==> config.mk <==
export PLATFORM = sky130hd
export DESIGN_NAME = exhaustive_graph_colouring_flat
export DESIGN_NICKNAME = d
export VERILOG_FILES = /design/src/hw/rtl/egc_pkg.sv /design/src/hw/rtl/egc_in_if.sv /design/src/hw/rtl/egc_out_if.sv /design/src/hw/rtl/exhaustive_graph_colouring.sv /design/src/flat_wrapper.sv
export SDC_FILE = /design/constraint.sdc
export NUM_CORES = 1
export LEC_CHECK = 0
export BUFFER_PORTS_ARGS = -buffer_cell sky130_fd_sc_hd__buf_4
export CORE_ASPECT_RATIO = 0.9
export CORE_MARGIN = 1
export CORE_UTILIZATION = 62
export CTS_CLUSTER_DIAMETER = 30
export DETAILED_ROUTE_END_ITERATION = 8
export GPL_TIMING_DRIVEN = 0
export PLACE_DENSITY = 0.95
export SYNTH_ARGS = -nofsm -noshare
export SYNTH_HDL_FRONTEND = slang
export SYNTH_SLANG_ARGS = --single-unit
==> constraint.sdc <==
create_clock -name i_clk -period 9 [get_ports i_clk]
set_clock_uncertainty 0.05 [all_clocks]
set_input_delay 2.25 -clock i_clk [delete_from_list [all_inputs] [get_ports i_clk]]
set_output_delay 2.25 -clock i_clk [all_outputs]
set_load 0.05 [all_outputs]
==> src/hw/rtl/egc_pkg.sv <==
package egc_pkg;

    // graph size limit and field widths
    localparam int MAX_VERTICES = 8;
    localparam int KIND_W       = 2;
    localparam int VTX_W        = 3;
    localparam int COL_W        = 4;
    localparam int CNT_W        = 4;

    // apb register map
    localparam int PADDR_W      = 3;
    localparam int PDATA_W      = 32;
    localparam logic [PADDR_W-1:0] REG_VERTEX_COUNT = 3'd0;

    // reset value of the vertex count register
    localparam logic [CNT_W-1:0] VERTEX_COUNT_RST = CNT_W'(MAX_VERTICES);

    // input item kinds
    typedef enum logic [KIND_W-1:0] {
        KIND_ADD   = 2'd0,
        KIND_SOLVE = 2'd1,
        KIND_CLEAR = 2'd2
    } t_kind;

    typedef logic [VTX_W-1:0] t_vertex;
    typedef logic [COL_W-1:0] t_colour;
    typedef logic [CNT_W-1:0] t_count;

endpackage

==> src/hw/rtl/egc_in_if.sv <==
interface egc_in_if;
    import egc_pkg::*;

    logic              valid;
    logic              ready;
    logic [KIND_W-1:0] kind;
    t_vertex           vertex_a;
    t_vertex           vertex_b;

    modport source (output valid, output kind, output vertex_a, output vertex_b,
                    input ready);
    modport sink   (input valid, input kind, input vertex_a, input vertex_b,
                    output ready);
endinterface

==> src/hw/rtl/egc_out_if.sv <==
interface egc_out_if;
    import egc_pkg::*;

    logic    valid;
    logic    ready;
    t_vertex vertex;
    t_colour colour;
    t_count  chromatic_number;
    logic    last;

    modport source (output valid, output vertex, output colour,
                    output chromatic_number, output last, input ready);
    modport sink   (input valid, input vertex, input colour,
                    input chromatic_number, input last, output ready);
endinterface

==> src/hw/rtl/exhaustive_graph_colouring.sv <==
// Minimum-colour assignment for a graph of up to eight vertices. Add-edge and
// clear beats update the graph when taken. A solve beat starts a depth-first
// search that tries colour limits 1, 2, ... and, for each limit, colourings in
// lexicographic order; each search step advances one vertex's colour, checks it
// against all earlier neighbors in one parallel compare row, then descends or
// backtracks, and the number of steps a solve takes depends on the graph. The
// results then go out one beat per cycle while the receiver is ready, one per
// vertex in use, with last on the final one. The input is not ready while a
// solve is searching or emitting. vertex_count is written over APB at byte
// address 0 and should only be changed while the block is idle.
module exhaustive_graph_colouring (
    input  logic                     i_clk,
    input  logic                     i_rst_n,
    egc_in_if.sink                   i_in,
    egc_out_if.source                o_out,
    input  logic                     psel,
    input  logic                     penable,
    input  logic                     pwrite,
    input  logic [egc_pkg::PADDR_W-1:0] paddr,
    input  logic [egc_pkg::PDATA_W-1:0] pwdata,
    output logic [egc_pkg::PDATA_W-1:0] prdata,
    output logic                     pready
);
    import egc_pkg::*;

    typedef enum logic [2:0] {
        S_IDLE   = 3'b001,
        S_SEARCH = 3'b010,
        S_EMIT   = 3'b100
    } t_state;

    t_state                    r_state;
    t_count                    r_vcount;
    logic [MAX_VERTICES-1:0]   r_adj [MAX_VERTICES];
    t_colour                   r_col [MAX_VERTICES];
    t_vertex                   r_pos;
    t_count                    r_lim;
    t_vertex                   r_emit;

    logic                      r_ovalid;
    t_vertex                   r_overtex;
    t_colour                   r_ocolour;
    t_count                    r_ochrom;
    logic                      r_olast;

    t_count                    n_used;
    t_colour                   cur_col;
    t_colour                   cand;
    logic                      over;
    logic [MAX_VERTICES-1:0]   hit;
    logic                      clash;
    logic                      pos_last;
    logic                      emit_last;
    logic                      in_beat;
    logic                      out_free;
    logic                      cfg_wr;

    // apb register port
    assign pready = 1'b1;
    assign cfg_wr = psel && penable && pwrite && (paddr[PADDR_W-1] == 1'b0);

    always_comb begin
        prdata = '0;
        if (paddr[PADDR_W-1] == 1'b0) begin
            prdata[CNT_W-1:0] = r_vcount;
        end
    end

    // vertices in use, clamped to 1..MAX_VERTICES
    always_comb begin
        if (r_vcount == '0) begin
            n_used = CNT_W'(1);
        end else if (r_vcount > CNT_W'(MAX_VERTICES)) begin
            n_used = CNT_W'(MAX_VERTICES);
        end else begin
            n_used = r_vcount;
        end
    end

    // shared trial unit: next colour for the current vertex and its neighbor check
    assign cur_col = r_col[r_pos];
    assign cand    = cur_col + COL_W'(1);
    assign over    = cand > r_lim;

    always_comb begin
        for (int q = 0; q < MAX_VERTICES; q++) begin
            hit[q] = (VTX_W'(q) < r_pos) && r_adj[r_pos][q] && (r_col[q] == cand);
        end
    end

    assign clash     = |hit;
    assign pos_last  = (CNT_W'(r_pos) + CNT_W'(1)) == n_used;
    assign emit_last = (CNT_W'(r_emit) + CNT_W'(1)) == n_used;

    // handshakes
    assign i_in.ready = (r_state == S_IDLE);
    assign in_beat    = i_in.valid && i_in.ready;
    assign out_free   = !r_ovalid || o_out.ready;

    assign o_out.valid            = r_ovalid;
    assign o_out.vertex           = r_overtex;
    assign o_out.colour           = r_ocolour;
    assign o_out.chromatic_number = r_ochrom;
    assign o_out.last             = r_olast;

    // configuration register
    always_ff @(posedge i_clk) begin
        if (!i_rst_n) begin
            r_vcount <= VERTEX_COUNT_RST;
        end else if (cfg_wr) begin
            r_vcount <= pwdata[CNT_W-1:0];
        end
    end

    // adjacency rows: edge adds set a symmetric pair, clear empties all
    always_ff @(posedge i_clk) begin
        if (!i_rst_n) begin
            for (int r = 0; r < MAX_VERTICES; r++) begin
                r_adj[r] <= '0;
            end
        end else if (in_beat) begin
            case (t_kind'(i_in.kind))
                KIND_ADD: begin
                    if (int'(i_in.vertex_a) < MAX_VERTICES &&
                        int'(i_in.vertex_b) < MAX_VERTICES) begin
                        r_adj[i_in.vertex_a][i_in.vertex_b] <= 1'b1;
                        r_adj[i_in.vertex_b][i_in.vertex_a] <= 1'b1;
                    end
                end
                KIND_CLEAR: begin
                    for (int r = 0; r < MAX_VERTICES; r++) begin
                        r_adj[r] <= '0;
                    end
                end
                default: begin
                end
            endcase
        end
    end

    // output valid: loaded while emitting, dropped once the beat is taken
    always_ff @(posedge i_clk) begin
        if (!i_rst_n) begin
            r_ovalid <= 1'b0;
        end else if (out_free) begin
            r_ovalid <= (r_state == S_EMIT);
        end
    end

    // search sequencer and result emission
    always_ff @(posedge i_clk) begin
        if (!i_rst_n) begin
            r_state  <= S_IDLE;
            r_pos    <= '0;
            r_lim    <= CNT_W'(1);
            r_emit   <= '0;
            for (int v = 0; v < MAX_VERTICES; v++) begin
                r_col[v] <= '0;
            end
        end else begin
            case (r_state)
                S_IDLE: begin
                    if (in_beat && t_kind'(i_in.kind) == KIND_SOLVE) begin
                        r_state <= S_SEARCH;
                        r_pos   <= '0;
                        r_lim   <= CNT_W'(1);
                        for (int v = 0; v < MAX_VERTICES; v++) begin
                            r_col[v] <= '0;
                        end
                    end
                end
                S_SEARCH: begin
                    if (over) begin
                        // colours exhausted at this vertex: backtrack or raise limit
                        r_col[r_pos] <= '0;
                        if (r_pos == '0) begin
                            r_lim <= r_lim + CNT_W'(1);
                        end else begin
                            r_pos <= r_pos - VTX_W'(1);
                        end
                    end else begin
                        r_col[r_pos] <= cand;
                        if (!clash) begin
                            if (pos_last) begin
                                r_state <= S_EMIT;
                                r_emit  <= '0;
                            end else begin
                                r_pos <= r_pos + VTX_W'(1);
                                r_col[r_pos + VTX_W'(1)] <= '0;
                            end
                        end
                    end
                end
                S_EMIT: begin
                    if (out_free) begin
                        r_overtex <= r_emit;
                        r_ocolour <= r_col[r_emit];
                        r_ochrom  <= r_lim;
                        r_olast   <= emit_last;
                        if (emit_last) begin
                            r_state <= S_IDLE;
                        end else begin
                            r_emit <= r_emit + VTX_W'(1);
                        end
                    end
                end
                default: begin
                    r_state <= S_IDLE;
                end
            endcase
        end
    end

endmodule

==> src/flat_wrapper.sv <==
// flat-port wrapper written by rule: the top's interface ports become plain ports
module exhaustive_graph_colouring_flat import egc_pkg::*;
  (i_clk, i_rst_n, psel, penable, pwrite, paddr, pwdata, prdata, pready, i_in_valid, i_in_kind, i_in_vertex_a, i_in_vertex_b, i_in_ready, o_out_valid, o_out_vertex, o_out_colour, o_out_chromatic_number, o_out_last, o_out_ready);
  egc_in_if i_in_i ();
  egc_out_if o_out_i ();
  input  logic i_clk;
  input  logic i_rst_n;
  input  logic psel;
  input  logic penable;
  input  logic pwrite;
  input  logic [egc_pkg::PADDR_W-1:0] paddr;
  input  logic [egc_pkg::PDATA_W-1:0] pwdata;
  output logic [egc_pkg::PDATA_W-1:0] prdata;
  output logic pready;
  input wire logic [$bits(i_in_i.valid)-1:0] i_in_valid;
  input wire logic [$bits(i_in_i.kind)-1:0] i_in_kind;
  input wire logic [$bits(i_in_i.vertex_a)-1:0] i_in_vertex_a;
  input wire logic [$bits(i_in_i.vertex_b)-1:0] i_in_vertex_b;
  output wire logic [$bits(i_in_i.ready)-1:0] i_in_ready;
  output wire logic [$bits(o_out_i.valid)-1:0] o_out_valid;
  output wire logic [$bits(o_out_i.vertex)-1:0] o_out_vertex;
  output wire logic [$bits(o_out_i.colour)-1:0] o_out_colour;
  output wire logic [$bits(o_out_i.chromatic_number)-1:0] o_out_chromatic_number;
  output wire logic [$bits(o_out_i.last)-1:0] o_out_last;
  input wire logic [$bits(o_out_i.ready)-1:0] o_out_ready;
  assign i_in_i.valid = i_in_valid;
  assign i_in_i.kind = i_in_kind;
  assign i_in_i.vertex_a = i_in_vertex_a;
  assign i_in_i.vertex_b = i_in_vertex_b;
  assign i_in_ready = i_in_i.ready;
  assign o_out_valid = o_out_i.valid;
  assign o_out_vertex = o_out_i.vertex;
  assign o_out_colour = o_out_i.colour;
  assign o_out_chromatic_number = o_out_i.chromatic_number;
  assign o_out_last = o_out_i.last;
  assign o_out_i.ready = o_out_ready;
  exhaustive_graph_colouring u_core (.i_clk(i_clk), .i_rst_n(i_rst_n), .i_in(i_in_i), .o_out(o_out_i), .psel(psel), .penable(penable), .pwrite(pwrite), .paddr(paddr), .pwdata(pwdata), .prdata(prdata), .pready(pready));
endmodule
==> results of run 1 <==
==> Yosys cell counts (3+ instances only) <==
| cell type | number | area share, % |
|---|---|---|
| or2_2 | 6 | 0.55 |
| nand4b_1 | 5 | 0.64 |
| o221ai_1 | 8 | 1.0 |
| xnor2_1 | 18 | 2.3 |
| buf_6 | 4 | 0.66 |
| nand3b_1 | 3 | 0.33 |
| mux2_2 | 14 | 2.3 |
| buf_4 | 29 | 3.2 |
| nand2b_1 | 7 | 0.64 |
| a211oi_1 | 5 | 0.55 |
| nand2_1 | 45 | 2.5 |
| mux4_1 | 5 | 1.9 |
| ha_1 | 11 | 2.0 |
| xnor3_1 | 8 | 2.6 |
| o22ai_1 | 22 | 2.0 |
| a21o_1 | 40 | 4.4 |
| xor2_1 | 5 | 0.64 |
| inv_1 | 14 | 0.77 |
| o21a_1 | 6 | 0.66 |
| clkbuf_1 | 26 | 1.4 |
| nor3_1 | 12 | 0.88 |
| o21ai_0 | 15 | 1.1 |
| edfxtp_1 | 12 | 5.3 |
| o41ai_1 | 3 | 0.38 |
| mux4_2 | 13 | 4.3 |
| and3_1 | 3 | 0.27 |
| a21oi_1 | 29 | 2.1 |
| nand4_1 | 7 | 0.64 |
| nand3_1 | 19 | 1.4 |
| dfxtp_1 | 109 | 32 |
| nor2b_1 | 15 | 1.4 |
| nor2_1 | 45 | 2.5 |
| a31oi_1 | 16 | 1.5 |
| a22oi_1 | 38 | 4.2 |
| nor4_1 | 3 | 0.27 |
| buf_1 | 10 | 0.55 |
| mux2i_1 | 32 | 4.7 |
| and2_1 | 6 | 0.55 |
==> how the worst min path moves through the flow <==
stage	startpoint	to	slack, ns	cells after the start
2_1_floorplan	u_core.r_emit[2]	u_core.o_out.vertex[2]	0.36	0
3_5_place_dp	u_core.r_lim[3]	u_core.o_out.chromatic_number[3]	0.37	0
3_3_place_gp	u_core.r_emit[2]	u_core.o_out.vertex[2]	0.36	0
6_report	u_core.r_lim[3]	u_core.o_out.chromatic_number[3]	0.39	0
4_1_cts	u_core.r_lim[3]	u_core.o_out.chromatic_number[3]	0.38	0
5_1_grt	u_core.r_lim[3]	u_core.o_out.chromatic_number[3]	0.40	0
==> per-layer routing <==
layer | up-vias | wire length (um) | GRT usage (%)
met4 | 0 | 718 | 15.8
met1 | 2936 | 7980 | 45.7
met2 | 486 | 8940 | 58.1
li1 | 2758 | - | -
met3 | 83 | 2540 | 11.7
met5 | - | 0 | 0
==> registers in the layout (all words and copies together) (netlist names), named ones only <==
signal,count
u_core.o_out.chromatic_number,4
u_core.o_out.colour,4
u_core.o_out.last,1
u_core.o_out.valid,1
u_core.o_out.vertex,3
u_core.r_adj,56
u_core.r_col,32
u_core.r_emit,3
u_core.r_lim,4
u_core.r_pos,3
u_core.r_state,3
u_core.r_vcount,4
==> placed cells by master, fill, tap and decap left out, types with 4 or more instances in the layout <==
cell,Yosys,layout
dfxtp_1,109,109
buf_4,29,63
nand2_1,45,45
nor2_1,45,45
a21o_1,40,40
a22oi_1,38,38
mux2i_1,32,32
a21oi_1,29,29
conb_1,2,29
clkbuf_1,26,27
o22ai_1,22,22
nand3_1,19,19
xnor2_1,18,18
clkbuf_16,0,18
a31oi_1,16,16
nor2b_1,15,15
o21ai_0,15,15
inv_1,14,14
mux2_2,14,14
mux4_2,13,13
nor3_1,12,12
edfxtp_1,12,12
ha_1,11,11
buf_1,10,10
o221ai_1,8,8
xnor3_1,8,8
nand2b_1,7,7
nand4_1,7,7
and2_1,6,6
o21a_1,6,6
or2_2,6,6
mux4_1,5,5
xor2_1,5,5
nand4b_1,5,5
a211oi_1,5,5
buf_6,4,4
clkinvlp_4,0,4
==> per-stage QoR <==
step / power [mW] / util, % / cell area [um2] / setup WS (ns) / hold slack, ns
floorplan: 0.633 / - / 6930 / 3.76 / 0.356
global placement: 0.651 / 70.2 / 7350 / 3.55 / 0.364
detailed placement: 0.654 / 70.2 / 7350 / 3.48 / 0.370
CTS: 1.28 / 75.5 / 7910 / 3.48 / 0.384
global route: 1.31 / 75.5 / 7910 / 3.05 / 0.400
finish: 1.29 / 75.5 / 7910 / 3.40 / 0.388
==> logic make-up (layout without fill, tap and decap cells) <==
group / Yosys count / count (layout)
muxes: 65 / 65
xor gates and xnor gates: 31 / 31
AOI/OAI and AO/OA: 202 / 202
DFF: 121 / 121
other: 2 / 29
adders and majority gates: 11 / 11
buffers and inverters: 86 / 152
and+or+nand+nor: 189 / 189
==> where the power goes <==
part,total [mW],internal [mW],switching (mW),leakage [nW]
clock network,0.643,0.377,0.266,0.265
logic,0.0991,0.0279,0.0712,2.08
registers,0.548,0.546,0.00213,0.989
==> area by class of cell <==
class	instances	area, um2
plain buffers	72	428
clock buffers	20	468
clock inverters	12	90.1
fillers	697	2560
inverters	14	52.6
multi-input cells	527	3910
flip-flops and latches	121	2540
well taps	129	161
repair buffers	34	255
==> critical path, cell delays in order, from the launching register on <==
cell	delay, ns
dfxtp_1	0.41
mux4_1	0.59
mux2i_2	0.51
inv_1	0.29
ha_1	0.26
buf_1	0.27
xnor2_1	0.43
inv_1	0.09
ha_1	0.30
o21a_1	0.11
o21a_1	0.16
o21ai_0	0.54
nand3_1	0.35
nor3_1	0.25
o311a_2	0.21
buf_6	0.14
and2b_1	0.14
buf_6	0.12
buf_6	0.15
a21oi_1	0.08
==> impl_metrics.toml, run 1 <==
[place]
place_hpwl_um = 14100
dp_cells = 897
gp_congestion = 0.982
io_buffers = 34

[grt]
overflow = 0
grt_usage_pct = 36.4
grt_pass1_vias = 5945
grt_max_degree = 17
antenna_found_initial = 0
grt_pass1_wl_um = 31300

[synth]
synth_compound_gate_area_share_pct = 20.6
synthXorXnorAreaFrac_pct = 5.59
synthArstFlopShare_pct = 0
ys.flop_type = "dfxtp_1"
synth-seq-cells = 121
synth-seq-area-share_pct = 37.2
syn_area_um2 = 6830
synth_simple_gate_area_share_pct = 14.1
synth_edf_count = 12
synthAdderAreaFrac_pct = 2.02
syn_inst = 707
synth.mux.area_fraction_pct = 13.4
syn_area_per_cell_um2 = 9.66
ys_warn_count = 0
ys_types = 65
synth_top_family_by_area = "compound AO/OA/AOI/OAI gates"

[drt]
post_drt_wl_per_cell_um = 21.7
postRouteAntennaNets = 0
vias = 6263
drc_errors = 0
first_pass_iters = 8
drt_wl_total_um = 20200
drt_iter0_drc = 793
vias_per_cell = 6.74

[layout]
areaGrowthSynthToFinish_pct = 15.8
fin_cells = 929
nets = 848
antennaDiodeCount = 0
layout-drive-gt1-share_pct = 17.9

[power_and_ir_drop]
power_density_nw_per_um2 = 163
peakVddDrop_mv = 0.136
total_leakage_power_nw = 3.34

[clock_network]
cts_tree = "yes"
post-cts-setup-buffer-count = 0
clockBufferDepth = 2
clkTransAtPathRegs_ns = 0.06
cts_buffers = 17
ctsRootBufferMaster = "clkbuf_16"
ctsHoldBuffers = 0
cts_resized = 0
cts_num_sinks = 121
htree_num_levels = 4
clk_latency_ns = 0.42

[timing]
tightest_slew_ns = 1.05
hold_violations = 0
slew_headroom_pct = 29.3
rsz0062_at_grt = "no"
fmax_mhz = 178
setup_viol = 0
slew_violations = 0
setup_tns_ns = 0
fin_crit_ns = 5.60
finalCritPeriodShare_pct = 62.3

[floorplan]
io_pins = 97
rows = 35
core_area_um2 = 10500
start_util_pct = 65.3
die_h_um = 102
dieArea_um2 = 11400
die_x_um = 113

[setup_path]
setup.worst_path.end = "u_core.r_col[4][3]"
required_ns = 9.23
cp_max_fo = 10
reg2reg_setup_slack_ns = 3.40
crit_type = "reg2reg"
reg2regPathDepth = 19
timing.rr.end = "u_core.r_col[4][3]"
crit_path_end_kind = "flop"
cp_data_arrival_time_ns = 5.83
critPathLaunchType = "flop"

[min_path]
hold_class = "reg2reg"

[job]
max_cap_violations = 0

[outcome]
status = "finished, final reports clean"
Note: power is estimated with default switching activity, not from simulation.
==> inputs of run 2 (changes only) <==
--- a/config.mk
+++ b/config.mk
@@ -8,11 +8,11 @@
 export BUFFER_PORTS_ARGS = -buffer_cell sky130_fd_sc_hd__buf_4
 export CORE_ASPECT_RATIO = 0.9
 export CORE_MARGIN = 1
-export CORE_UTILIZATION = 62
+export CORE_UTILIZATION = 52
 export CTS_CLUSTER_DIAMETER = 30
 export DETAILED_ROUTE_END_ITERATION = 8
 export GPL_TIMING_DRIVEN = 0
-export PLACE_DENSITY = 0.95
+export PLACE_DENSITY = 0.86
 export SYNTH_ARGS = -nofsm -noshare
 export SYNTH_HDL_FRONTEND = slang
 export SYNTH_SLANG_ARGS = --single-unit
==> constraint.sdc (replaced) <==
create_clock -name i_clk -period 4.5 [get_ports i_clk]
set_clock_uncertainty 0.05 [all_clocks]
set_input_delay 1.125 -clock i_clk [delete_from_list [all_inputs] [get_ports i_clk]]
set_output_delay 1.125 -clock i_clk [all_outputs]
set_load 0.05 [all_outputs]
==> impl_metrics.toml, run 2 (synthesis results as in run 1) <==
[power_and_ir_drop]
seq_power_share_pct = 41.0
p_comb_share_pct = 7.4
total_leakage_power_nw = 3.37
p_switching_uw = 670
switching_share_pct = 25.1
peakVddDrop_mv = 0.227
intPower_mw = 2.00
power_frac_clock_pct = 51.6
power_density_nw_per_um2 = 331
finalPower_mw = 2.67

[layout]
final_cell_mix = "dfxtp_1 (109), buf_4 (64), nand2_1 (45), nor2_1 (45), a21o_1 (40)"
largest_reg_flops = 56
regMostFlops = "u_core.r_adj"
layout_commonest_cell = "dfxtp_1"
areaGrowthSynthToFinish_pct = 18.1
reg_top3 = "u_core.r_adj (56), u_core.r_col (32)"
final_area_um2 = 8060
antennaDiodeCount = 0
nets = 848
layout-drive-gt1-share_pct = 18.8

[place]
dp_slack_ns = -0.698
io_buffers = 34
place_hpwl_um = 13300
place_area_um2 = 7400
gp_congestion = 0.952

[timing]
finalCritPeriodShare_pct = 95.7
hold_violations = 0
slew_headroom_pct = 24.7
tightest_slew_ns = 1.12
setup_slack_ns = 0.194
fin_crit_ns = 4.31
fmax_mhz = 232
setup_viol = 0
slew_violations = 0

[floorplan]
die_h_um = 111
core_area_um2 = 12700
io_pins = 97
rows = 39
start_util_pct = 53.6
dieArea_um2 = 13600
die_x_um = 123

[grt]
grt_max_degree = 17
grt_usage_pct = 29.3
antenna_found_initial = 0
overflow = 0
grt_pass1_vias = 5769
grt_pass1_wl_um = 30400

[job]
max_cap_violations = 0

[drt]
vias = 6240
drt_wl_total_um = 19500
drc_errors = 0
first_pass_iters = 8
vias_per_cell = 6.47
drt_iter0_drc = 751
postRouteAntennaNets = 0
post_drt_wl_per_cell_um = 20.2

[clock_network]
ctsHoldBuffers = 0
cts_tree = "yes"
cts_num_sinks = 121
clkTransAtPathRegs_ns = 0.06
clk_latency_ns = 0.43
ctsRootBufferMaster = "clkbuf_16"
htree_num_levels = 4
cts_buffers = 17
clockBufferDepth = 2

[setup_path]
cp_data_arrival_time_ns = 4.54
crit_path_end_kind = "flop"
required_ns = 4.73
cp_max_fo = 10
critPathLaunchType = "flop"
crit_type = "reg2reg"
reg2reg_setup_slack_ns = 0.19

[min_path]
hold_class = "reg2reg"

[outcome]
status = "finished, final reports clean"
run 2: critical path, stage by stage (launching register included):
cell and delay (ns):
dfxtp_1 0.41, buf_6 0.20, mux4_1 0.62, mux2i_4 0.21, inv_1 0.11, ha_4 0.28, clkbuf_4 0.21, xor2_1 0.17
a211oi_1 0.07, and3_1 0.23, nand4b_1 0.10, or3b_1 0.36, o22ai_2 0.24, o311a_2 0.25, buf_6 0.14, and2b_1 0.14
buf_6 0.12, buf_6 0.15, a21oi_1 0.08
run 2: routing by layer:
| metal | vias to the layer above | share of wire (%) | GRT usage (%) |
|---|---|---|---|
| met4 | 0 | 4.3 | 13.2 |
| met5 | - | 0 | 0 |
| met3 | 102 | 11 | 7.10 |
| met1 | 2918 | 39 | 38.2 |
| met2 | 463 | 46 | 45.6 |
| li1 | 2757 | - | - |
run 2: final timing paths:
check / from / to / cells past startpoint
max: flop / u_core.r_col[4][0] / 18
max reg2reg: flop / u_core.r_col[4][0] / 18
min reg2reg: u_core.r_adj[6][5] / u_core.r_adj[6][5] / 2
min: u_core.r_adj[6][5] / u_core.r_adj[6][5] / 2
run 2: repair_timing:
item,4_1_cts,5_1_grt
cloned,0,0
setup endpoints to repair,47,39
resized for setup,6,6
setup buffers,1,0
pin swaps,0,0
run 2: final cells by class:
type | instances | area [um2]
clock inverter | 13 | 141
buffer | 71 | 428
tap | 164 | 205
inverter | 14 | 52.6
timing repair buffer | 35 | 263
sequential | 121 | 2540
clock buffer | 19 | 454
fill | 1003 | 4670
multi-input combinational | 527 | 3980
run 2: per-stage QoR:
step / util [%] / instances / TNS, ns / hold slack (ns)
floorplan: - / 734 / 0 / 0.356
detailed placement: 58.1 / 932 / -22.90 / 0.382
global placement: 58.1 / 932 / -16.37 / 0.369
CTS: 63.0 / 964 / 0 / 0.392
global route: 63.3 / 964 / -0.00153 / 0.404
finish: 63.3 / 964 / 0 / 0.393
run 2: power groups by stage:
stage / Clock, mW / Combinational [mW] / Sequential, mW
after floorplan: 0 / 0.148 / 1.12
after global placement: 0 / 0.188 / 1.12
after detailed placement: 0 / 0.190 / 1.12
after CTS: 1.38 / 0.192 / 1.09
after global routing: 1.42 / 0.207 / 1.10
final: 1.38 / 0.197 / 1.10
